File: config.mk
export PLATFORM = sky130hd
export DESIGN_NAME = backslash_escape_decoder
export DESIGN_NICKNAME = d
export VERILOG_FILES = /design/src/rtl/core/bed_pkg.sv /design/src/rtl/core/backslash_escape_decoder.sv /design/src/rtl/core/bed_dec.sv /design/src/rtl/core/bed_oq.sv
export SDC_FILE = /design/constraint.sdc
export NUM_CORES = 1
export LEC_CHECK = 0
export ABC_CLOCK_PERIOD_IN_PS = 7900
export BUFFER_PORTS_ARGS = -buffer_cell sky130_fd_sc_hd__buf_2
export CAP_MARGIN = 20
export CORE_MARGIN = 2
export CORE_UTILIZATION = 50
export CTS_CLUSTER_SIZE = 14
export DETAILED_ROUTE_END_ITERATION = 6
export PLACE_DENSITY = 0.7
export SYNTH_ARGS = -nofsm -noshare
export SYNTH_HDL_FRONTEND = slang
export SYNTH_HIERARCHICAL = 1
export SYNTH_SLANG_ARGS = --single-unit
File: constraint.sdc
create_clock -name i_clk -period 7.9 [get_ports i_clk]
set_clock_uncertainty 0.05 [all_clocks]
set_input_delay 0.395 -clock i_clk [delete_from_list [all_inputs] [get_ports i_clk]]
set_output_delay 0.395 -clock i_clk [all_outputs]
set_load 0.02 [all_outputs]
File: src/rtl/core/bed_pkg.sv
package bed_pkg;

    // one input transfer
    typedef struct packed {
        logic       req_type;
        logic [7:0] char_code;
    } t_in;

    // one result transfer
    typedef struct packed {
        logic [7:0] out_byte;
        logic       byte_valid;
        logic       stop_seen;
        logic       end_marker;
        logic       last;
    } t_out;

    // up to two results raised by one input item
    typedef struct packed {
        logic [1:0] count;
        t_out       res0;
        t_out       res1;
    } t_dec_res;

    // request kinds
    localparam logic REQ_CHAR = 1'b0;
    localparam logic REQ_EOS  = 1'b1;

    // character codes
    localparam logic [7:0] CH_BSLASH = 8'h5C;
    localparam logic [7:0] CH_ZERO   = 8'h30;
    localparam logic [7:0] CH_SEVEN  = 8'h37;
    localparam logic [7:0] CH_STOP   = 8'h63;

    // control bytes
    localparam logic [7:0] CTL_BEL = 8'd7;
    localparam logic [7:0] CTL_BS  = 8'd8;
    localparam logic [7:0] CTL_HT  = 8'd9;
    localparam logic [7:0] CTL_LF  = 8'd10;
    localparam logic [7:0] CTL_VT  = 8'd11;
    localparam logic [7:0] CTL_FF  = 8'd12;
    localparam logic [7:0] CTL_CR  = 8'd13;
    localparam logic [7:0] CTL_ESC = 8'd27;

    // escape letter to control byte, bit 8 flags a known escape
    function automatic logic [8:0] escape_code(input logic [7:0] c);
        logic [8:0] r;
        case (c)
            8'h61:     r = {1'b1, CTL_BEL};  // a
            8'h62:     r = {1'b1, CTL_BS};   // b
            8'h65:     r = {1'b1, CTL_ESC};  // e
            8'h66:     r = {1'b1, CTL_FF};   // f
            8'h6E:     r = {1'b1, CTL_LF};   // n
            8'h72:     r = {1'b1, CTL_CR};   // r
            8'h74:     r = {1'b1, CTL_HT};   // t
            8'h76:     r = {1'b1, CTL_VT};   // v
            CH_BSLASH: r = {1'b1, CH_BSLASH};
            default:   r = 9'd0;
        endcase
        return r;
    endfunction

    // result record carrying a data byte
    function automatic t_out make_byte(input logic [7:0] b);
        t_out r;
        r            = '0;
        r.out_byte   = b;
        r.byte_valid = 1'b1;
        return r;
    endfunction

endpackage

File: src/rtl/core/backslash_escape_decoder.sv
// Echo-style backslash escape decoder.
// Input channel: i_in_valid / o_in_ready carry one t_in per transfer, either a
// character byte or an end-of-string request. Output channel: o_out_valid /
// i_out_ready carry one t_out per transfer; the last result raised by an item
// has last set. An item raises zero, one or two results.
// Results of an item are registered into the result queue at its transfer, behind any results already held.
// Throughput: one item per cycle while the receiver keeps up; items raising
// two results drain at one result per cycle, set by the single output port of
// the four-entry result queue.
// o_in_ready is high while the queue holds two or fewer results, so a stalled
// receiver backs up into the input after the queue fills; nothing is dropped.
// i_cfg_we writes escape_enable (bit 0 of i_cfg_data) into a register; the user
// must change it only while the block is idle, the block does not enforce this.
// Reset (synchronous, active low): parser back to normal phase, octal
// accumulator and stop flag cleared, queue emptied, escapes enabled.
module backslash_escape_decoder
    import bed_pkg::*;
(
    input  logic i_clk,
    input  logic i_rst_n,
    input  logic i_in_valid,
    output logic o_in_ready,
    input  t_in  i_in_data,
    output logic o_out_valid,
    input  logic i_out_ready,
    output t_out o_out_data,
    input  logic i_cfg_we,
    input  logic i_cfg_data
);

    logic     r_esc_en;
    logic     take;
    t_dec_res dec_res;

    // configuration register
    always_ff @(posedge i_clk) begin
        if (!i_rst_n) begin
            r_esc_en <= 1'b1;
        end else if (i_cfg_we) begin
            r_esc_en <= i_cfg_data;
        end
    end

    // input transfer
    assign take = i_in_valid && o_in_ready;

    bed_dec u_dec (
        .i_clk    (i_clk),
        .i_rst_n  (i_rst_n),
        .i_take   (take),
        .i_item   (i_in_data),
        .i_esc_en (r_esc_en),
        .o_res    (dec_res)
    );

    bed_oq u_oq (
        .i_clk   (i_clk),
        .i_rst_n (i_rst_n),
        .i_res   (dec_res),
        .o_room  (o_in_ready),
        .o_valid (o_out_valid),
        .i_ready (i_out_ready),
        .o_data  (o_out_data)
    );

endmodule

File: src/rtl/core/bed_dec.sv
module bed_dec
    import bed_pkg::*;
(
    input  logic     i_clk,
    input  logic     i_rst_n,
    input  logic     i_take,
    input  t_in      i_item,
    input  logic     i_esc_en,
    output t_dec_res o_res
);

    typedef enum logic [2:0] {
        PH_NORMAL = 3'b001,
        PH_BSLASH = 3'b010,
        PH_OCTAL  = 3'b100
    } t_phase;

    t_phase     r_phase, n_phase;
    logic [8:0] r_oct, n_oct;
    logic [1:0] r_dig, n_dig;
    logic       r_stop, n_stop;

    // decode of one item into up to two bytes and an end marker
    always_comb begin
        logic       pend_v;
        logic [7:0] pend_b;
        logic       e0_v, e1_v, em;
        logic [7:0] e0_b, e1_b, c;
        logic [8:0] esc, nv;
        logic [1:0] cnt;
        t_out       mark;

        c       = i_item.char_code;
        n_phase = r_phase;
        n_oct   = r_oct;
        n_dig   = r_dig;
        n_stop  = r_stop;
        e0_v    = 1'b0;
        e0_b    = '0;
        e1_v    = 1'b0;
        e1_b    = '0;
        em      = 1'b0;
        esc     = escape_code(c);
        nv      = {r_oct[5:0], c[2:0]};

        // pending backslash or octal value
        case (r_phase)
            PH_BSLASH: begin
                pend_v = 1'b1;
                pend_b = CH_BSLASH;
            end
            PH_OCTAL: begin
                pend_v = 1'b1;
                pend_b = r_oct[7:0];
            end
            default: begin
                pend_v = 1'b0;
                pend_b = '0;
            end
        endcase

        if (i_item.req_type == REQ_EOS) begin
            e0_v    = pend_v;
            e0_b    = pend_b;
            em      = 1'b1;
            n_phase = PH_NORMAL;
            n_oct   = '0;
            n_dig   = '0;
            n_stop  = 1'b0;
        end else if (r_stop) begin
            // dropped until end of string
        end else if (!i_esc_en) begin
            e0_v    = pend_v;
            e0_b    = pend_b;
            e1_v    = 1'b1;
            e1_b    = c;
            n_phase = PH_NORMAL;
            n_oct   = '0;
            n_dig   = '0;
        end else begin
            case (r_phase)
                PH_BSLASH: begin
                    n_phase = PH_NORMAL;
                    if (esc[8]) begin
                        e0_v = 1'b1;
                        e0_b = esc[7:0];
                    end else if (c == CH_STOP) begin
                        n_stop = 1'b1;
                    end else if (c == CH_ZERO) begin
                        n_phase = PH_OCTAL;
                        n_oct   = '0;
                        n_dig   = '0;
                    end else begin
                        e0_v = 1'b1;
                        e0_b = CH_BSLASH;
                        e1_v = 1'b1;
                        e1_b = c;
                    end
                end
                PH_OCTAL: begin
                    if ((c inside {[CH_ZERO:CH_SEVEN]}) && r_dig != 2'd3) begin
                        n_oct = nv;
                        n_dig = r_dig + 2'd1;
                        // third digit closes the escape
                        if (r_dig == 2'd2) begin
                            e0_v    = 1'b1;
                            e0_b    = nv[7:0];
                            n_phase = PH_NORMAL;
                            n_oct   = '0;
                            n_dig   = '0;
                        end
                    end else begin
                        e0_v  = 1'b1;
                        e0_b  = r_oct[7:0];
                        n_oct = '0;
                        n_dig = '0;
                        if (c == CH_BSLASH) begin
                            n_phase = PH_BSLASH;
                        end else begin
                            n_phase = PH_NORMAL;
                            e1_v    = 1'b1;
                            e1_b    = c;
                        end
                    end
                end
                default: begin
                    if (c == CH_BSLASH) begin
                        n_phase = PH_BSLASH;
                    end else begin
                        e0_v = 1'b1;
                        e0_b = c;
                    end
                end
            endcase
        end

        // pack results in order, at most two
        mark            = '0;
        mark.stop_seen  = r_stop;
        mark.end_marker = 1'b1;
        o_res           = '0;
        cnt             = 2'd0;
        if (e0_v) begin
            o_res.res0 = make_byte(e0_b);
            cnt        = 2'd1;
        end
        if (e1_v) begin
            if (cnt == 2'd0) begin
                o_res.res0 = make_byte(e1_b);
            end else begin
                o_res.res1 = make_byte(e1_b);
            end
            cnt = cnt + 2'd1;
        end
        if (em) begin
            if (cnt == 2'd0) begin
                o_res.res0 = mark;
            end else begin
                o_res.res1 = mark;
            end
            cnt = cnt + 2'd1;
        end
        if (cnt == 2'd2) begin
            o_res.res1.last = 1'b1;
        end else if (cnt == 2'd1) begin
            o_res.res0.last = 1'b1;
        end
        o_res.count = i_take ? cnt : 2'd0;
    end

    // parser state
    always_ff @(posedge i_clk) begin
        if (!i_rst_n) begin
            r_phase <= PH_NORMAL;
            r_oct   <= '0;
            r_dig   <= '0;
            r_stop  <= 1'b0;
        end else if (i_take) begin
            r_phase <= n_phase;
            r_oct   <= n_oct;
            r_dig   <= n_dig;
            r_stop  <= n_stop;
        end
    end

endmodule

File: src/rtl/core/bed_oq.sv
module bed_oq
    import bed_pkg::*;
(
    input  logic     i_clk,
    input  logic     i_rst_n,
    input  t_dec_res i_res,
    output logic     o_room,
    output logic     o_valid,
    input  logic     i_ready,
    output t_out     o_data
);

    t_out       r_mem [4];
    logic [1:0] r_head, n_head;
    logic [1:0] r_tail, n_tail;
    logic [2:0] r_count, n_count;
    logic       pop;

    // room for two more results whatever the receiver does
    assign o_room  = (r_count <= 3'd2);
    assign o_valid = (r_count != 3'd0);
    assign o_data  = r_mem[r_head];
    assign pop     = o_valid && i_ready;

    // pointer and fill level update
    always_comb begin
        n_head  = r_head + {1'b0, pop};
        n_tail  = r_tail + i_res.count;
        n_count = r_count + {1'b0, i_res.count} - {2'b00, pop};
    end

    always_ff @(posedge i_clk) begin
        if (!i_rst_n) begin
            r_head  <= '0;
            r_tail  <= '0;
            r_count <= '0;
        end else begin
            r_head  <= n_head;
            r_tail  <= n_tail;
            r_count <= n_count;
        end
    end

    // result storage
    always_ff @(posedge i_clk) begin
        if (i_res.count != 2'd0) begin
            r_mem[r_tail] <= i_res.res0;
        end
        if (i_res.count == 2'd2) begin
            r_mem[r_tail + 2'd1] <= i_res.res1;
        end
    end

endmodule
==> results of run 1 <==
-- final cells by class --
cell class,instances,share of cell area (%)
inverters,9,0.676
well taps,108,2.70
clock inverters,5,1.18
repair buffers,35,4.01
multi-input cells,312,51.0
clock buffers,11,2.83
flip-flops and latches,70,37.7
-- synth_stat cells, drive strengths merged, types with 9 or more instances --
master,instances
and2,14
dfxtp,22
inv,9
mux2,48
mux4,12
nand2,33
nand3,16
nand2b,14
o21ai,15
nor2,12
edfxtp,48
a21oi,19
nor2b,14
a21boi,12
clkbuf,12
buf,11
-- worst paths after layout --
path | from | endpoint | slack (ns) | cells past startpoint
min reg2reg | u_dec/r_oct[5]$_SDFFE_PN0P_ | u_dec/r_oct[5]$_SDFFE_PN0P_ | 0.45 | 2
max | u_dec/r_phase[0]$_SDFFE_PN1P_ | u_oq/r_mem[0][1]$_DFFE_PP_ | 3.15 | 12
max reg2reg | u_dec/r_phase[0]$_SDFFE_PN1P_ | u_oq/r_mem[0][1]$_DFFE_PP_ | 3.15 | 12
min | i_cfg_data | r_esc_en$_SDFFE_PN1P_ | 0.22 | 3
-- placed cells by master (no fill, tap or decap), types with 15 or more instances in the layout --
cell type	Yosys	routed
mux2_2	48	48
edfxtp_1	48	48
nand2_1	33	33
buf_2	4	28
dfxtp_1	22	22
a21oi_1	19	19
nand3_1	16	16
o21ai_0	15	15
-- through the flow --
stage	hold WS [ns]	util [%]
global placement	0.431	54.0
CTS	0.214	56.5
detailed placement	0.443	54.3
floorplan	0.405	-
finish	0.220	56.7
global route	0.218	56.7
-- registers in the layout, summed over array words and instances, names as in the netlist --
register       flops
u_oq/r_mem        48
u_oq/r_tail        2
r_esc_en           1
u_dec/r_stop       1
u_dec/r_oct        8
u_dec/r_phase      3
u_oq/r_count       3
u_dec/r_dig        2
u_oq/r_head        2
-- worst register-to-register path, cell delays in order (launching register included) --
cell and delay (ns):
dfxtp_1 0.37, or3b_1 0.58, a31oi_4 0.27, o41ai_1 0.14
or3_4 0.38, a21oi_1 0.27, inv_1 0.13, ha_1 0.23
nor2b_1 0.38, nand2b_1 0.16, and2_1 0.27, nand4b_1 0.70
mux2_2 0.56
-- power by group --
group	total (mW)	switching, mW	internal [mW]
sequential	0.474	0.0392	0.434
combinational	0.302	0.158	0.144
clock	0.294	0.140	0.155
total	1.07	0.336	0.733
-- routing by layer --
| metal | vias to the layer above | share of wire, % |
|---|---|---|
| met5 | - | 0 |
| li1 | 1637 | - |
| met1 | 1713 | 43 |
| met3 | 42 | 6.2 |
| met4 | 0 | 3.5 |
| met2 | 153 | 48 |
-- cell families after synthesis --
kind of cell / count (synthesis) / synth area share [%]
AOI/OAI and AO/OA: 98 / 15.7
xor gates and xnor gates: 4 / 1.36
adders and majority gates: 8 / 2.34
buffers and inverters: 32 / 3.62
DFF: 70 / 41.0
muxes: 65 / 18.7
and+or+nand+nor: 137 / 17.2
==> results.yml, run 1 <==
die:
  die_h_um: 99.9
  start_util_pct: 52.2
  core_area_um2: 8810
  fp.dieW_um: 99.9
  die_area_um2: 9970
  rows: 34
  num_io_pins: 29
synth:
  yosysTopAreaCell: "edfxtp_1"
  seq_area_frac_synth_pct: 41.0
  yosys.area.top_type_share_pct: 31.4
  synthCells: 414
  synth.area.top_cells: "edfxtp_1, mux2_2, dfxtp_1"
  avgSynthCellArea_um2: 11.1
  synthFlopType: "edfxtp_1"
  post_synth_instance_area_um2: 4590
  yosysWarnings: 6
  synth-edff-count: 48
  synth.net_count: 437
  async_flop_share_pct: 0
  ys_seq_elements: 70
  ys_types: 67
worst_hold_path:
  hold_path_class: "primary input to flop"
global_route:
  grt_pass1_wl_mm: 18.0
  grt_pass1_vias: 3413
  globalRouteOverflowTotal: 0
  busiest_layer: "met2"
  grt_usage_pct: 23.5
  grtUsageMet3_pct: 4.94
  use_met2_pct: 38.4
  grtUsageMet1_pct: 30.6
  grt_max_degree: 25
  antenna_found_initial: 0
timing:
  worst_slack_ns: 3.15
  final_max_slew_viol_count: 0
  rsz0062_at_grt: "false"
  setup_viol: 0
  worst_slew_pin_slew_ns: 0.916
  fmax_ghz: 0.210
  finalCritPeriodShare_pct: 60.1
  max_slew_margin_pct: 38.8
  hold_viol: 0
  min_period_ns: 4.75
  tns_ns: 0
clock_network:
  clock-root-buffer: "clkbuf_8"
  worstSkewPairLatency_ns: 0.35
  cts_buffer_depth: 2
  cts_resized: 0
  clk_pin_slew_worst_paths_ns: 0.08
  tritoncts: "yes"
  h-tree-depth: 3
  cts-buffers-inserted: 9
  hold_buffers: 0
  clock-sinks: 70
  cts_setup_buffers: 0
worst_setup_path:
  crit_fanout: 12
  path_cells: "or3b_1 > a31oi_4 > o41ai_1 > or3_4 > a21oi_1 > inv_1 > ha_1 > nor2b_1 > nand2b_1 > and2_1 > nand4b_1 > mux2_2"
  crit_family: "simple AND/OR/NAND/NOR gates"
  slowest_delay_ns: 0.70
  slowest_stage: "nand4b_1"
  cp_data_required_time_ns: 7.95
  worstSetupPathType: "flop to flop"
  cp-start-kind: "flop"
  critPathCaptureType: "flop"
  crit_buf_inv: 1
  worstPathArrival_ns: 4.80
power:
  max-vdd-ir-drop_mv: 0.109
  power.leakage_nw: 1.78
  p_total_mw: 1.07
  powerDensity_nw_per_um2: 214
route:
  firstDrtPassIters: 5
  wl_per_cell_um: 20.5
  ant_nets: 0
  route.detailed.drc: 0
  via_count: 3545
  finalWirelength_mm: 11.3
  vias_per_cell: 6.45
  drt_iter0_drc: 272
finish:
  fin_area_um2: 5000
  stdcell_count: 550
  drive_above_1_share_pct: 28.7
  multi_input_area_um2: 2550
  finalNetCount: 460
  nFillCells: 764
  ff_latch_area_um2: 1880
  diodes: 0
  syn_to_final_growth_pct: 8.77
placement:
  io_buffers: 28
  dp_hpwl_mm: 8.20
  pre_cts_ws_ns: 2.92
  dp.cells: 532
  placed_area_um2: 4780
  routabilityCongestion: 0.988
status:
  status: "complete, no violations"
job:
  maxCapViolCount: 0
Power figures use the tool's default switching activity.
==> run 2, diff against run 1 <==
ABC_AREA = 1   (was unset)
ABC_CLOCK_PERIOD_IN_PS = 4500   (was 7900)
clock period = 4.5 ns   (was 7.9 ns; I/O delays follow)
==> run 2 against run 1 <==
  * Clock power rose by 67%
  * Critical path depth rose by 4
  * Synthesized area rose by 5.1%
  * Sequential power rose by 89%
  * Flip-flop and latch count did not move
  * Final cell count rose by 45%
  * Combinational power rose to 3.0 times the previous value
  * Synthesized cell count rose by 54%
  * Design area rose by 4.7%
  * Die area rose by 4.9%
  * Non-clock buffer count rose by 4
  * Hold slack got worse by 0.15 ns
  * Critical endpoint is now u_oq/r_mem[1][8]$_DFFE_PP_
  * Largest cell class unchanged
  * Largest power group is now combinational logic
==> results.yml, run 2 <==
worst_hold_path:
  hold_path_class: "primary input to flop"
global_route:
  antenna_found_initial: 0
  grt_pass1_vias: 4108
  grt_usage_pct: 23.9
  grt_pass1_wl_mm: 19.5
  globalRouteOverflowTotal: 0
  grt_max_degree: 29
finish:
  drive_above_1_share_pct: 18.7
  largest_register_ffs: 48
  final_cell_mix: "nand2_1, nor2_1, inv_1"
  nFillCells: 919
  final_common_cell: "nand2_1"
  finalNetCount: 687
  top_regs: "u_oq/r_mem: 48 flops, u_dec/r_oct: 8 flops"
  diodes: 0
  ff_latch_area_um2: 1880
  syn_to_final_growth_pct: 8.26
  multi_input_area_um2: 2460
  top_register: "u_oq/r_mem"
synth:
  seq_area_frac_synth_pct: 39.0
  yosys.area.top_type_share_pct: 29.8
  avgSynthCellArea_um2: 7.56
  synthCells: 639
  yosysWarnings: 6
  synth.area.top_cells: "edfxtp_1, nand2_1, dfxtp_1"
  synth.net_count: 662
  yosys-top-cells-count: "nand2_1, nor2_1, inv_1"
  yosysTopAreaCell: "edfxtp_1"
  synthFlopType: "edfxtp_1"
  ys_types: 44
  ys_seq_elements: 70
  yosysMostFrequentCell: "nand2_1"
  async_flop_share_pct: 0
  synth-edff-count: 48
  post_synth_instance_area_um2: 4830
route:
  drt_iter0_drc: 250
  vias_per_cell: 5.42
  wl_per_cell_um: 14.9
  finalWirelength_mm: 11.9
  ant_nets: 0
  via_count: 4317
  route.detailed.drc: 0
  firstDrtPassIters: 5
worst_setup_path:
  crit_fanout: 25
  critPathCaptureType: "flop"
  cp_data_required_time_ns: 4.48
  slowest_stage: "dfxtp_1"
  cp-start-kind: "flop"
  path_cells: "inv_1 > nor3_4 > nor2_2 > o22ai_2 > nand2_2 > nand2_4 > inv_2 > ha_1 > nand2_1 > o21ai_0 > nor2_1 > inv_2 > nor2_8 > nand3_4 > o31ai_1 > buf_4"
  crit_buf_inv: 4
  worstPathArrival_ns: 3.86
  path_common_cell: "inv_2"
  crit_family: "simple AND/OR/NAND/NOR gates"
  slowest_delay_ns: 0.36
  worstSetupPathType: "flop to flop"
timing:
  min_period_ns: 3.88
  worst_slack_ns: 0.620
  setup_viol: 0
  tns_ns: 0
  hold_viol: 0
  fmax_ghz: 0.258
  finalCritPeriodShare_pct: 86.2
  rsz0062_at_grt: "false"
  worst_slew_pin_slew_ns: 0.638
  max_slew_margin_pct: 57.2
  final_max_slew_viol_count: 0
clock_network:
  clock-sinks: 70
  cts_resized: 0
  tritoncts: "yes"
  clock-root-buffer: "clkbuf_8"
  h-tree-depth: 3
  cts_setup_buffers: 0
  cts_buffer_depth: 2
  cts-buffers-inserted: 9
  hold_buffers: 0
  worstSkewPairLatency_ns: 0.34
  clk_pin_slew_worst_paths_ns: 0.08
die:
  fp.dieW_um: 102
  rows: 35
  start_util_pct: 51.8
  die_h_um: 102
  die_area_um2: 10500
  num_io_pins: 29
  core_area_um2: 9330
power:
  p_comb_share_pct: 39.6
  p_clk_share_pct: 21.4
  seq_power_share_pct: 39.1
  p_switching_uw: 916
  p_int_mw: 1.38
  power.leakage_nw: 2.14
  max-vdd-ir-drop_mv: 0.187
  powerDensity_nw_per_um2: 439
  swShare_pct: 39.9
job:
  maxCapViolCount: 0
placement:
  io_buffers: 28
  dp_hpwl_mm: 8.91
  routabilityCongestion: 0.961
  pre_cts_ws_ns: 0.312
status:
  status: "complete, no violations"
run 2: per-stage QoR:
step	hold WS [ns]	utilization (%)	cell area, um2	total power [mW]	cells
3_3_place_gp	0.414	53.9	5020	1.79	780
2_1_floorplan	0.247	-	4830	1.59	639
5_1_grt	0.0745	56.1	5230	2.46	797
4_1_cts	0.0594	56.0	5220	2.31	796
6_report	0.0655	56.1	5230	2.30	797
3_5_place_dp	0.412	54.0	5040	1.82	781
run 2: final cells by class:
cell class                      instances  area share, %
Multi-Input combinational cell        462           47.1
Timing Repair Buffer                   39           4.33
Clock buffer                            9           2.37
Inverter                               82           5.91
Sequential cell                        70           36.0
Tap cell                              129           3.09
Clock inverter                          6           1.20
run 2: worst reg2reg max path: cells and delay by family (launching register included):
| kind | cells | cell delay (ns) |
|---|---|---|
| compound gates | 3 | 0.57 |
| fa+ha+maj | 1 | 0.28 |
| buf+inv | 4 | 0.62 |
| flops | 1 | 0.36 |
| simple gates | 8 | 1.69 |
run 2: worst paths after layout:
path	from	end	slack [ns]	cells after the start
worst max-delay path	u_dec/r_phase[1]$_SDFFE_PN0P_	u_oq/r_mem[1][8]$_DFFE_PP_	0.62	16
worst min-delay path	i_cfg_data	r_esc_en$_SDFFE_PN1P_	0.07	3
worst max register to register	u_dec/r_phase[1]$_SDFFE_PN0P_	u_oq/r_mem[1][8]$_DFFE_PP_	0.62	16
worst min register to register	u_dec/r_oct[3]$_SDFFE_PN0P_	u_dec/r_oct[3]$_SDFFE_PN0P_	0.46	2
run 2: cell families (layout without fill, tap and decap cells):
kind of cell             count (synthesis)  after routing  synth area share (%)
AO/OA/AOI/OAI                          161            161                  20.5
XOR/XNOR                                 3              3                 0.544
adder cells (fa/ha/maj)                  8              8                  2.23
buffers and inverters                  107            136                  10.3
flip-flops                              70             70                  39.0
AND/OR/NAND/NOR                        290            290                  27.4
run 2: routing by layer:
layer	share of wire, %	up-vias	global-route usage [%]	wire length [um]
li1	-	2182	-	-
met1	45	2010	30.1	5310
met2	49	106	42.1	5850
met3	4.1	19	3.83	489
met4	1.8	0	7.90	213
met5	0	-	0	0
run 2: power groups by stage:
stage	clock (mW)	sequential [mW]	combinational, mW
floorplan	0	0.896	0.692
global placement	0	0.909	0.879
detailed placement	0	0.913	0.906
CTS	0.499	0.898	0.910
global route	0.522	0.911	1.03
finish	0.491	0.898	0.909
==> run 3, diff against run 2 <==
ABC_AREA = unset   (was 1)
==> run 3 against run 2 <==
  * Largest power group is now sequential cells
  * Critical path type unchanged
  * Via count fell by 19%
  * Clock-buffer cell count is 1 higher
  * Largest cell class unchanged
  * Hold slack worse by 0.016 ns
  * Flip-flop and latch count stayed put
  * Non-clock buffer count up 2
==> results.yml, run 3 (synthesized netlist as in run 1, its figures left out) <==
finish:
  final_cell_mix: "mux2_2, edfxtp_1, nand2_1"
  final_util_pct: 57.4
  syn_to_final_growth_pct: 9.94
  finalNetCount: 466
  fin_area_um2: 5050
  top_register: "u_oq/r_mem"
  diodes: 0
  largest_register_ffs: 48
  top_regs: "u_oq/r_mem: 48 flops, u_dec/r_oct: 8 flops"
  stdcell_count: 556
  drive_above_1_share_pct: 29.9
worst_setup_path:
  crit_fanout: 12
  cp-start-kind: "flop"
  worstSetupPathType: "flop to flop"
  worstPathArrival_ns: 4.10
  critPathCaptureType: "flop"
  cp_data_required_time_ns: 4.53
timing:
  hold_viol: 0
  min_period_ns: 4.07
  rsz0062_at_grt: "false"
  max_slew_margin_pct: 37.6
  tns_ns: 0
  setup_viol: 0
  holdWs_ns: 0.0495
  final_max_slew_viol_count: 0
  finalCritPeriodShare_pct: 90.4
  fmax_ghz: 0.246
  worst_slew_pin_slew_ns: 0.935
global_route:
  grt_pass1_vias: 3433
  grt_pass1_wl_mm: 18.0
  grt_usage_pct: 23.2
  antenna_found_initial: 0
  grt_max_degree: 25
  globalRouteOverflowTotal: 0
clock_network:
  cts_resized: 0
  h-tree-depth: 3
  cts_buffer_depth: 2
  hold_buffers: 0
  tritoncts: "yes"
  cts_setup_buffers: 0
  clock-sinks: 70
  clock-root-buffer: "clkbuf_8"
  cts-buffers-inserted: 9
  worstSkewPairLatency_ns: 0.33
  clk_pin_slew_worst_paths_ns: 0.07
route:
  vias_per_cell: 6.26
  route.detailed.drc: 0
  wl_per_cell_um: 19.9
  finalWirelength_mm: 11.1
  via_count: 3483
  ant_nets: 0
  drt_iter0_drc: 204
  firstDrtPassIters: 5
die:
  fp.dieW_um: 99.9
  die_area_um2: 9970
  start_util_pct: 52.2
  rows: 34
  num_io_pins: 29
  die_h_um: 99.9
  core_area_um2: 8810
status:
  status: "complete, no violations"
power:
  max-vdd-ir-drop_mv: 0.166
  powerDensity_nw_per_um2: 376
  power.leakage_nw: 1.82
placement:
  dp.cells: 540
  io_buffers: 28
  placed_area_um2: 4830
  dp_hpwl_mm: 7.71
  routabilityCongestion: 0.935
worst_hold_path:
  hold_path_class: "primary input to flop"
job:
  maxCapViolCount: 0
[run 3: layer usage]
| layer | GRT usage (%) | routed length, um |
|---|---|---|
| met1 | 30.7 | 4790 |
| met3 | 3.62 | 547 |
| met4 | 7.06 | 242 |
| met2 | 39.3 | 5470 |
| met5 | 0 | 0 |
[run 3: worst max-delay path: stages (launching register included)]
cell and delay (ns):
dfxtp_1 0.38, or3b_1 0.45, a31oi_4 0.24, o41ai_1 0.13, or3_4 0.38, a21oi_1 0.28, inv_1 0.14, ha_1 0.24
nor2b_2 0.25, nand2b_1 0.14, and2_1 0.27, nor4b_4 0.24, buf_4 0.27, mux2_2 0.37
[run 3: per-stage QoR]
step	worst slack, ns	power [mW]
2_1_floorplan	0.203	1.23
3_3_place_gp	0.518	1.36
3_5_place_dp	0.382	1.37
4_1_cts	0.326	1.92
5_1_grt	0.141	2.00
6_report	0.431	1.90
[run 3: cell type report]
cell class | instances | area [um2]
fill | 753 | 3750
multi-input combinational | 312 | 2550
sequential | 70 | 1880
timing repair buffer | 41 | 238
tap | 108 | 135
clock buffer | 10 | 128
clock inverter | 6 | 86.3
inverter | 9 | 33.8
[run 3: worst paths after layout]
kind	start	to	slack, ns	depth (start not counted)
max reg2reg	u_dec/r_phase[0]$_SDFFE_PN1P_	u_oq/r_mem[1][10]$_DFFE_PP_	0.43	13
min	i_cfg_data	r_esc_en$_SDFFE_PN1P_	0.05	3
max	u_dec/r_phase[0]$_SDFFE_PN1P_	u_oq/r_mem[1][10]$_DFFE_PP_	0.43	13
min reg2reg	u_dec/r_oct[5]$_SDFFE_PN0P_	u_dec/r_oct[5]$_SDFFE_PN0P_	0.46	2
[run 3: where the power goes]
group / leakage (nW) / switching [mW] / internal [mW]
combinational: 1.09 / 0.272 / 0.253
clock: 0.106 / 0.234 / 0.311
sequential: 0.622 / 0.0676 / 0.762
total: 1.82 / 0.574 / 1.33
